## src/sv/wctc_pkg.sv

```systemverilog
// Shared constants and codes for the wall column texture coordinate pipeline.
// No dependencies; used by the top level and its port checker.
`timescale 1ns / 1ps

package wctc_pkg;

  // Default screen height, in rows.
  localparam int SCREEN_HEIGHT_DEF = 512;

  // Configuration register indexes.
  typedef enum logic [1:0] {
    CFG_TEX_WIDTH       = 2'd0,
    CFG_TEX_HEIGHT_LOG2 = 2'd1,
    CFG_TEXTURE_PRESENT = 2'd2
  } cfg_idx_e;

  localparam int CFG_IDX_W  = 2;
  localparam int CFG_DATA_W = 11;

  // Configuration reset values.
  localparam logic [10:0] TEX_WIDTH_RST       = 11'd64;
  localparam logic [3:0]  TEX_HEIGHT_LOG2_RST = 4'd6;
  localparam logic [3:0]  TEXTURE_PRESENT_RST = 4'hF;

  // Texture ids.
  localparam logic [1:0] TEX_EAST  = 2'd0;
  localparam logic [1:0] TEX_WEST  = 2'd1;
  localparam logic [1:0] TEX_SOUTH = 2'd2;
  localparam logic [1:0] TEX_NORTH = 2'd3;

  // Texture row: largest height log2, and the long division that forms it.
  localparam logic [3:0] TEX_LOG2_MAX = 4'd10;
  localparam int FRAC_BITS       = 10;
  localparam int MAG_W           = 16;                 // |row offset| bits
  localparam int DVD_W           = MAG_W + FRAC_BITS;  // dividend bits
  localparam int DIV_STEPS       = DVD_W;
  localparam int STEPS_PER_STAGE = 4;
  localparam int DIV_STAGES      = (DIV_STEPS + STEPS_PER_STAGE - 1) / STEPS_PER_STAGE;

endpackage

```

## src/sv/wall_column_texture_coords.sv

```systemverilog
// Raycaster wall column texture coordinates: texture choice, texel column and row per pixel.
// Depends on wctc_pkg.
`timescale 1ns / 1ps

// Takes one wall pixel per clock while in_ready_o is high and returns one result per pixel,
// in order. The pipeline depth is set by the texture row, which needs a restoring
// division of the row offset (scaled by 2^10) by slice_height: 26 divide steps, four per
// pipeline stage. The texture column path (multiply, fractional scale, mirror) runs in
// parallel in the first stages. Valid bits ride with each stage and empty stages fill while
// the output is held, so a stalled result does not block new input until the pipeline is
// full. Configuration writes are accepted every cycle and must only be issued while no item
// is in flight.
module wall_column_texture_coords #(
  parameter int SCREEN_HEIGHT = wctc_pkg::SCREEN_HEIGHT_DEF
) (
  input  logic                            clk_i,
  input  logic                            rst_ni,
  // configuration
  input  logic                            cfg_valid_i,
  output logic                            cfg_ready_o,
  input  logic [wctc_pkg::CFG_IDX_W-1:0]  cfg_index_i,
  input  logic [wctc_pkg::CFG_DATA_W-1:0] cfg_data_i,
  // input channel
  input  logic                            in_valid_i,
  output logic                            in_ready_o,
  input  logic [9:0]                      column_x_i,
  input  logic [8:0]                      row_y_i,
  input  logic                            hit_side_i,
  input  logic signed [17:0]              dir_x_i,
  input  logic signed [17:0]              dir_y_i,
  input  logic [23:0]                     perp_dist_i,
  input  logic [21:0]                     player_x_i,
  input  logic [21:0]                     player_y_i,
  input  logic [8:0]                      span_start_i,
  input  logic [8:0]                      span_end_i,
  input  logic [15:0]                     slice_height_i,
  // output channel
  output logic                            out_valid_o,
  input  logic                            out_ready_i,
  output logic [9:0]                      pixel_x_o,
  output logic [8:0]                      pixel_y_o,
  output logic                            in_span_o,
  output logic                            flat_white_o,
  output logic [1:0]                      texture_id_o,
  output logic [9:0]                      texel_x_o,
  output logic [9:0]                      texel_y_o
);

  localparam int NSTG = wctc_pkg::DIV_STAGES + 2;
  localparam int SPS  = wctc_pkg::STEPS_PER_STAGE;
  localparam int MW   = wctc_pkg::MAG_W;
  localparam int DW   = wctc_pkg::DVD_W;
  localparam int FB   = wctc_pkg::FRAC_BITS;
  localparam logic signed [MW+1:0] HALF_H = (MW+2)'(SCREEN_HEIGHT / 2);

  typedef struct packed {
    logic [9:0]    col;
    logic [8:0]    row;
    logic          in_span;
    logic          flat_white;
    logic [1:0]    id;
    logic          mirror;
    logic [15:0]   pos_lo;    // low player bits that land in the Q.32 fraction
    logic [31:0]   prod;      // low 32 bits of perp_dist * dir
    logic [31:0]   frac;
    logic [10:0]   tx_raw;
    logic [9:0]    tx;
    logic          neg;       // row offset negative
    logic          lh_zero;
    logic [15:0]   lh;
    logic [DW-1:0] dvd;
    logic [15:0]   rem;
    logic [FB-1:0] quo;       // low quotient bits only
    logic [9:0]    ty;
  } stage_t;

  // ---------------------------------------------------------------- configuration
  logic [10:0] tex_width_q;
  logic [3:0]  tex_lg_q;
  logic [3:0]  present_q;

  assign cfg_ready_o = 1'b1;

  always_ff @(posedge clk_i or negedge rst_ni) begin
    if (!rst_ni) begin
      tex_width_q <= wctc_pkg::TEX_WIDTH_RST;
      tex_lg_q    <= wctc_pkg::TEX_HEIGHT_LOG2_RST;
      present_q   <= wctc_pkg::TEXTURE_PRESENT_RST;
    end else if (cfg_valid_i && cfg_ready_o) begin
      case (cfg_index_i)
        wctc_pkg::CFG_TEX_WIDTH:       tex_width_q <= cfg_data_i;
        wctc_pkg::CFG_TEX_HEIGHT_LOG2: tex_lg_q    <= cfg_data_i[3:0];
        wctc_pkg::CFG_TEXTURE_PRESENT: present_q   <= cfg_data_i[3:0];
        default: ;
      endcase
    end
  end

  // ---------------------------------------------------------------- pipeline control
  logic [NSTG-1:0] v_q;
  logic [NSTG:0]   rdy;
  stage_t          stage_q [NSTG];

  always_comb begin
    rdy[NSTG] = out_ready_i;
    for (int k = NSTG - 1; k >= 0; k--) begin
      rdy[k] = !v_q[k] || rdy[k+1];
    end
  end

  assign in_ready_o = rdy[0];

  always_ff @(posedge clk_i or negedge rst_ni) begin
    if (!rst_ni) begin
      v_q <= '0;
    end else begin
      for (int k = 0; k < NSTG; k++) begin
        if (rdy[k]) begin
          v_q[k] <= (k == 0) ? in_valid_i : v_q[(k == 0) ? 0 : k-1];
        end
      end
    end
  end

  // ---------------------------------------------------------------- stage 0
  logic                  dx_pos, dy_pos, dy_neg;
  logic signed [17:0]    dir_sel;
  logic signed [42:0]    prod_full;
  logic signed [MW+1:0]  row_off;
  logic [1:0]            id0;
  stage_t                s0_d;

  assign dx_pos    = !dir_x_i[17] && (dir_x_i != '0);
  assign dy_pos    = !dir_y_i[17] && (dir_y_i != '0);
  assign dy_neg    = dir_y_i[17];
  assign dir_sel   = hit_side_i ? dir_x_i : dir_y_i;
  assign prod_full = $signed({1'b0, perp_dist_i}) * dir_sel;
  assign row_off   = $signed({{(MW-7){1'b0}}, row_y_i}) - HALF_H
                   + $signed({3'b000, slice_height_i[15:1]});
  assign id0       = hit_side_i ? (dy_pos ? wctc_pkg::TEX_SOUTH : wctc_pkg::TEX_NORTH)
                                : (dx_pos ? wctc_pkg::TEX_EAST  : wctc_pkg::TEX_WEST);

  always_comb begin
    logic [MW+1:0] mag;
    s0_d            = '0;
    mag             = row_off[MW+1] ? (MW+2)'(-row_off) : row_off;
    s0_d.col        = column_x_i;
    s0_d.row        = row_y_i;
    s0_d.in_span    = (row_y_i >= span_start_i) && (row_y_i <= span_end_i);
    s0_d.id         = id0;
    s0_d.flat_white = !present_q[id0];
    s0_d.mirror     = hit_side_i ? dy_neg : dx_pos;
    s0_d.pos_lo     = hit_side_i ? player_x_i[15:0] : player_y_i[15:0];
    s0_d.prod       = prod_full[31:0];
    s0_d.neg        = row_off[MW+1];
    s0_d.lh_zero    = (slice_height_i == '0);
    s0_d.lh         = slice_height_i;
    s0_d.dvd        = {mag[MW-1:0], {FB{1'b0}}};
  end

  always_ff @(posedge clk_i) begin
    if (rdy[0]) begin
      stage_q[0] <= s0_d;
    end
  end

  // ---------------------------------------------------------------- stages 1..NSTG-1
  for (genvar k = 1; k < NSTG; k++) begin : g_stage
    stage_t d;

    always_comb begin
      logic [16:0]   trial;
      logic          qbit;
      logic [42:0]   scaled;
      logic [3:0]    lg;
      logic [3:0]    sh;
      logic [FB-1:0] q_pos;
      logic [FB:0]   c_up;
      logic [FB:0]   rnd;
      logic [FB:0]   c_sh;
      logic [9:0]    mask;
      d = stage_q[k-1];
      // restoring division, a few steps per stage
      if (k <= wctc_pkg::DIV_STAGES) begin
        for (int j = 0; j < SPS; j++) begin
          if ((k - 1) * SPS + j < wctc_pkg::DIV_STEPS) begin
            trial = {d.rem, d.dvd[DW-1]};
            qbit  = (trial >= {1'b0, d.lh});
            d.rem = qbit ? 16'(trial - {1'b0, d.lh}) : trial[15:0];
            d.dvd = {d.dvd[DW-2:0], 1'b0};
            d.quo = {d.quo[FB-2:0], qbit};
          end
        end
      end
      // texture column: Q.32 fraction, scale by width, mirror
      if (k == 1) begin
        d.frac = {d.pos_lo, 16'h0000} + d.prod;
      end
      scaled = 43'(d.frac) * 43'(tex_width_q);
      if (k == 2) begin
        d.tx_raw = scaled[42:32];
      end
      if (k == 3) begin
        d.tx = d.mirror ? 10'(tex_width_q - d.tx_raw - 11'd1) : d.tx_raw[9:0];
      end
      // texture row: quotient scaled by 2^10, shifted down to the texture height.
      // A negative offset rounds its magnitude up, then negates.
      lg    = (tex_lg_q > wctc_pkg::TEX_LOG2_MAX) ? wctc_pkg::TEX_LOG2_MAX : tex_lg_q;
      sh    = wctc_pkg::TEX_LOG2_MAX - lg;
      q_pos = d.quo >> sh;
      c_up  = {1'b0, d.quo} + {{FB{1'b0}}, (d.rem != '0)};
      rnd   = ((FB+1)'(1) << sh) - (FB+1)'(1);
      c_sh  = (c_up + rnd) >> sh;
      mask  = 10'(((FB+1)'(1) << lg) - (FB+1)'(1));
      if (k == NSTG - 1) begin
        if (d.lh_zero) begin
          d.ty = '0;
        end else if (d.neg) begin
          d.ty = 10'(-c_sh[FB-1:0]) & mask;
        end else begin
          d.ty = 10'(q_pos) & mask;
        end
      end
    end

    always_ff @(posedge clk_i) begin
      if (rdy[k]) begin
        stage_q[k] <= d;
      end
    end
  end

  // ---------------------------------------------------------------- output
  assign out_valid_o  = v_q[NSTG-1];
  assign pixel_x_o    = stage_q[NSTG-1].col;
  assign pixel_y_o    = stage_q[NSTG-1].row;
  assign in_span_o    = stage_q[NSTG-1].in_span;
  assign flat_white_o = stage_q[NSTG-1].flat_white;
  assign texture_id_o = stage_q[NSTG-1].id;
  assign texel_x_o    = stage_q[NSTG-1].tx;
  assign texel_y_o    = stage_q[NSTG-1].ty;

endmodule

```

## config.mk

```make
export PLATFORM = sky130hd
export DESIGN_NAME = wall_column_texture_coords
export DESIGN_NICKNAME = d
export VERILOG_FILES = /design/src/sv/wctc_pkg.sv /design/src/sv/wall_column_texture_coords.sv
export SDC_FILE = /design/constraint.sdc
export NUM_CORES = 2
export LEC_CHECK = 0
export BUFFER_PORTS_ARGS = -buffer_cell sky130_fd_sc_hd__buf_2
export CELL_PAD_IN_SITES_DETAIL_PLACEMENT = 0
export CELL_PAD_IN_SITES_GLOBAL_PLACEMENT = 1
export CORE_UTILIZATION = 46
export CTS_CLUSTER_DIAMETER = 30
export DETAILED_ROUTE_END_ITERATION = 16
export GPL_TIMING_DRIVEN = 0
export MAX_ROUTING_LAYER = met4
export PLACE_DENSITY_LB_ADDON = 0.3
export REMOVE_ABC_BUFFERS = 1
export SLEW_MARGIN = 20
export SYNTH_ARGS = -nofsm -noshare
export SYNTH_HDL_FRONTEND = slang
export SYNTH_SLANG_ARGS = --single-unit
```

## constraint.sdc

```tcl
create_clock -name clk_i -period 16 [get_ports clk_i]
set_clock_uncertainty 0.2 [all_clocks]
set_input_delay 2.4 -clock clk_i [delete_from_list [all_inputs] [get_ports clk_i]]
set_output_delay 2.4 -clock clk_i [all_outputs]
set_load 0.02 [all_outputs]
```

# == After elaboration in Yosys (flattened, before gate mapping) ==
# Memories as Yosys holds them, arrays and structs flattened.
# Cells that the tools add are included.
# word_totals
out_inout_bits,46
ramBits,1845
regBits,28
in_bits,176
memories,1
wordCells,180
# mem_list
memory,words,word_bits,read_ports,rd_ports_with_merged_regs,wr,line_no,text
stage_q,9,205,9,0,9,wall_column_texture_coords.sv:102,stage_t stage_q [NSTG];
# classes
shift,4
add_sub_neg,38
n_lt_le_gt_ge,30
bitwise_logic,2
eq_ne,2
mul,2
mux,57
n_reduce_logical,32
# ops
op,count
16-bit 2-to-1 mux,28
17-bit by 16-bit greater-or-equal comparator with 1-bit output,26
16-bit subtractor,26
32-bit by 11-bit multiplier with 43-bit output,1
18-bit nonzero test,2
32-bit adder,1
25-bit by 18-bit multiplier with 32-bit output,1
10-bit 2-to-1 mux,3
1-bit 2-to-1 mux,22
10-bit bitwise AND,2
18-bit 2-to-1 mux,1
10-bit by 16-bit adder with 17-bit output,1
16-bit logical NOT,1
16-bit negation,1
16-bit nonzero test,1
1-bit logical NOT,12
10-bit by 1-bit adder with 11-bit output,1
11-bit adder,1
1-bit by 4-bit << shifter with 11-bit output (first input constant),1
11-bit by 4-bit right shift with 10-bit output,1
11-bit by 2-bit subtractor with 11-bit output (second input constant),1
10-bit negation,1
1-bit by 4-bit << shifter with 10-bit output (first input constant),1
10-bit by 4-bit right shift with 10-bit output,1
18 further kinds,30

# == Logic depth before layout (Yosys ltp) ==
# depth
word_depth,12
mapped_depth,50
mapped_depth_nobuf,44

# == Least setup slack after synthesis ==
# Ideal clock, no wire load.
# synth_path
path_kind,input-to-output
startpoint,input port out_ready_i
endpoint,output port in_ready_o
t_arrival_ns,10.147
n_path_buf,0
cell_stages,6
required_ns,13.400
setup_slack_ns,3.253
path_cell_list,nor2b_1 -> nand3_1 -> nor2_1 -> nand3_1 -> nor2_1 -> nand3_1
# synth_via
elab_chain_cells,9
# synth_lines
item,line_no,text
"start, declared",wall_column_texture_coords.sv:39,"input logic out_ready_i,"
1-bit logical OR (3 in a row),wall_column_texture_coords.sv:107,rdy[k] = !v_q[k] || rdy[k+1];
net rdy[6],wall_column_texture_coords.sv:101,logic [NSTG:0] rdy;
1-bit logical OR (3 in a row),wall_column_texture_coords.sv:107,
net rdy[3],wall_column_texture_coords.sv:101,
1-bit logical OR (3 in a row),wall_column_texture_coords.sv:107,
"end, declared",wall_column_texture_coords.sv:25,"output logic in_ready_o,"
# The timed path passes the listed nets, and every way through them passes these cells.

==> impl_metrics.env <==
export IMPL_wirelength_um=182000
export IMPL_viasPerCell=5.46
export IMPL_rsz0062_at_grt="false"
export IMPL_clock_latency_ns=0.77
export IMPL_initial_utilization_pct=46.4
export IMPL_cp_required_ns=16.26
export IMPL_synth_edf_count=672
export IMPL_drive_above_1_share_pct=11.5
export IMPL_hp_start="stage_q[0][1010]"
export IMPL_synth_avg_cell_area_um2=9.96
export IMPL_ys_warn_count=0
export IMPL_fin_crit_ns=13.14
export IMPL_detailed_place_hpwl_um=144000
export IMPL_coreArea_mm2=0.152
export IMPL_clock_path_buffers=3
export IMPL_async_flop_share_pct=4.00
export IMPL_netlist_area_mm2=0.0705
export IMPL_routed_wl_met2_um=88000
export IMPL_cts_repair_resized=0
export IMPL_seq_area_frac_synth_pct=29.6
export IMPL_cts_sinks=700
export IMPL_gr_usage_all_layers_pct=24.2
export IMPL_utilization_pct=51.7
export IMPL_wl_met1_um=79300
export IMPL_cts_clk_slew_worst_paths_ns=0.05
export IMPL_worstSetupEndpointType="register"
export IMPL_max_stage_delay_ns=0.69
export IMPL_cts_tree="yes"
export IMPL_vias=51078
export IMPL_io_buffers=208
export IMPL_drt_iter0_drc=3051
export IMPL_critPathArrivalTime_ns=13.40
export IMPL_grt_max_degree=52
export IMPL_place_congestion=0.938
export IMPL_htreeDepth=4
export IMPL_nets=8619
export IMPL_synth_cells=7078
export IMPL_tightest_slew_ns=1.04
export IMPL_first_global_vias=52054
export IMPL_wl_met3_um=9260
export IMPL_r2r_slack_ns=2.86
export IMPL_grt_pass1_wl_um=287000
export IMPL_dieWidth_um=394
export IMPL_hold_ws_ns=0.200
export IMPL_cp_max_fo=29
export IMPL_area_growth_synth_to_final_pct=11.4
export IMPL_synth_top_flop_cell="edfxtp_1"
export IMPL_holdCritPathClass="reg -> reg"
export IMPL_cts_setup_buffers=0
export IMPL_fin_crit_sh_pct=82.1
export IMPL_max_slew_margin_rel_pct=30.3
export IMPL_root_buffer="clkbuf_16"
export IMPL_grt_overflow=0
export IMPL_drc_errors=0
export IMPL_r2r_start="stage_q[0][678]"
export IMPL_layout_area_seq_mm2=0.0209
export IMPL_multi_input_area_mm2=0.0454
export IMPL_cp_start_kind="register"
export IMPL_status="completed"
export IMPL_critPathKind="reg -> reg"
export IMPL_maxCapViolCount=0
export IMPL_fill_cells=13660
export IMPL_drt_pass1_iter_count=6
export IMPL_core_rowCount=143
export IMPL_hold_violations=0
export IMPL_postRouteAntennaNets=0
export IMPL_grt_antenna_before_repair=17
export IMPL_worst_path_max_delay_cell="nor2b_2"
export IMPL_synth_cell_types=100
export IMPL_critical_path_startpoint="stage_q[0][678]"
export IMPL_holdBufCountCts=0
export IMPL_fp_dieH_um=394
export IMPL_synth_seq_cells=700
export IMPL_maxClockFrequency_ghz=0.0761
export IMPL_wl_per_cell_um=19.5
export IMPL_cts_made_buffers=138
export IMPL_finalSetupViolCount=0
export IMPL_drv_slew=0
export IMPL_top_layer="met4"
export IMPL_io_pins=222
export IMPL_die_area_mm2=0.155
==> final cells by class <==
type,instances,share of cell area [%]
diodes,14,0.0446
flip-flops and latches,700,26.6
well taps,2030,3.23
multi-input cells,5243,57.7
inverters,878,4.20
clock buffers,147,4.44
repair buffers,230,1.94
clock inverters,106,1.80
==> critical path, delay by kind of cell, from the launching register on <==
| kind | cells | cell delay (ns) |
|---|---|---|
| DFF | 1 | 0.49 |
| muxes | 3 | 1.24 |
| and+or+nand+nor | 8 | 2.15 |
| buffers and inverters | 4 | 0.70 |
| AOI/OAI and AO/OA | 22 | 7.00 |
| adders and majority gates | 4 | 1.03 |
==> layer usage <==
| layer | vias to the layer above | track usage [%] |
|---|---|---|
| met5 | - | - |
| met4 | 0 | 7.64 |
| met3 | 223 | 3.66 |
| met2 | 1180 | 40.0 |
| met1 | 25006 | 30.6 |
| li1 | 24669 | - |
==> stage by stage <==
stage                     instance area, um^2  TNS [ns]  instances  worst slack [ns]
after floorplan                         69400         0       6821              3.25
after detailed placement                73600         0       9081              2.88
final                                   78600         0       9348              2.86
after global placement                  73000   -123.34       9059             -3.05
after CTS                               78500         0       9334              2.82
after global routing                    78600         0       9346              2.10
==> state kept, by name, indices dropped and copies added (netlist names) <==
signal and count:
v_q 9, tex_width_q 11, present_q 4, stage_q 672
tex_lg_q 4
==> worst paths after layout <==
check                                         to  depth (start not counted)
worst max-delay path             stage_q[0][843]                         41
worst min-delay path            stage_q[0][1215]                          0
worst max register to register   stage_q[0][843]                         41
worst min register to register  stage_q[0][1215]                          0
max in group asynchronous        tex_width_q[10]                          1
min in group asynchronous            tex_lg_q[3]                          1
==> cells in the mapped netlist, types with 111 or more instances <==
| cell type | n | area (um^2) |
|---|---|---|
| edfxtp_1 | 672 | 20200 |
| nor2_1 | 331 | 1240 |
| xnor2_1 | 270 | 2360 |
| o21ai_0 | 279 | 1400 |
| a21oi_1 | 334 | 1670 |
| inv_1 | 874 | 3280 |
| clkbuf_1 | 179 | 672 |
| nor3_1 | 111 | 556 |
| mux2_2 | 253 | 2850 |
| fa_1 | 599 | 12000 |
| nor2b_1 | 116 | 726 |
| a21o_1 | 154 | 1160 |
| and2_1 | 201 | 1260 |
| nand2_1 | 788 | 2960 |
| ha_1 | 653 | 8170 |
| xor2_1 | 136 | 1190 |
==> logic make-up (layout without fill, tap and decap cells) <==
group           after synthesis  count (layout)  share of synthesized area (%)
xor+xnor                    406             406                           5.04
simple gates               1992            1992                           13.5
other cells                   1              15                        0.00532
mux                         309             309                           5.00
fa+ha+maj                  1252            1252                           28.6
buf+inv                    1135            1361                           6.31
flops                       700             700                           29.6
compound gates             1283            1283                           11.9
==> cells in the final DEF, fill, tap and decap left out, types with 21 or more instances in the layout <==
cell	n
inv_1	871
nand2_1	785
edfxtp_1	672
ha_1	653
fa_1	599
a21oi_1	333
nor2_1	331
o21ai_0	279
xnor2_1	270
mux2_2	253
buf_2	207
and2_1	201
a21o_1	154
clkbuf_16	138
xor2_1	136
nor2b_1	115
nor3_1	111
o21a_1	87
nand3_1	84
nand2b_1	75
nand4_1	68
o21bai_1	56
a211oi_1	47
nor4_1	46
o211ai_1	38
and3_1	38
mux2i_1	36
or3_1	35
a31oi_1	35
or2_2	35
a21boi_0	24
inv_6	24
o31ai_1	21
Power is not shown: default switching activity piles up to over one toggle a cycle in this logic, so the estimate is an artifact.
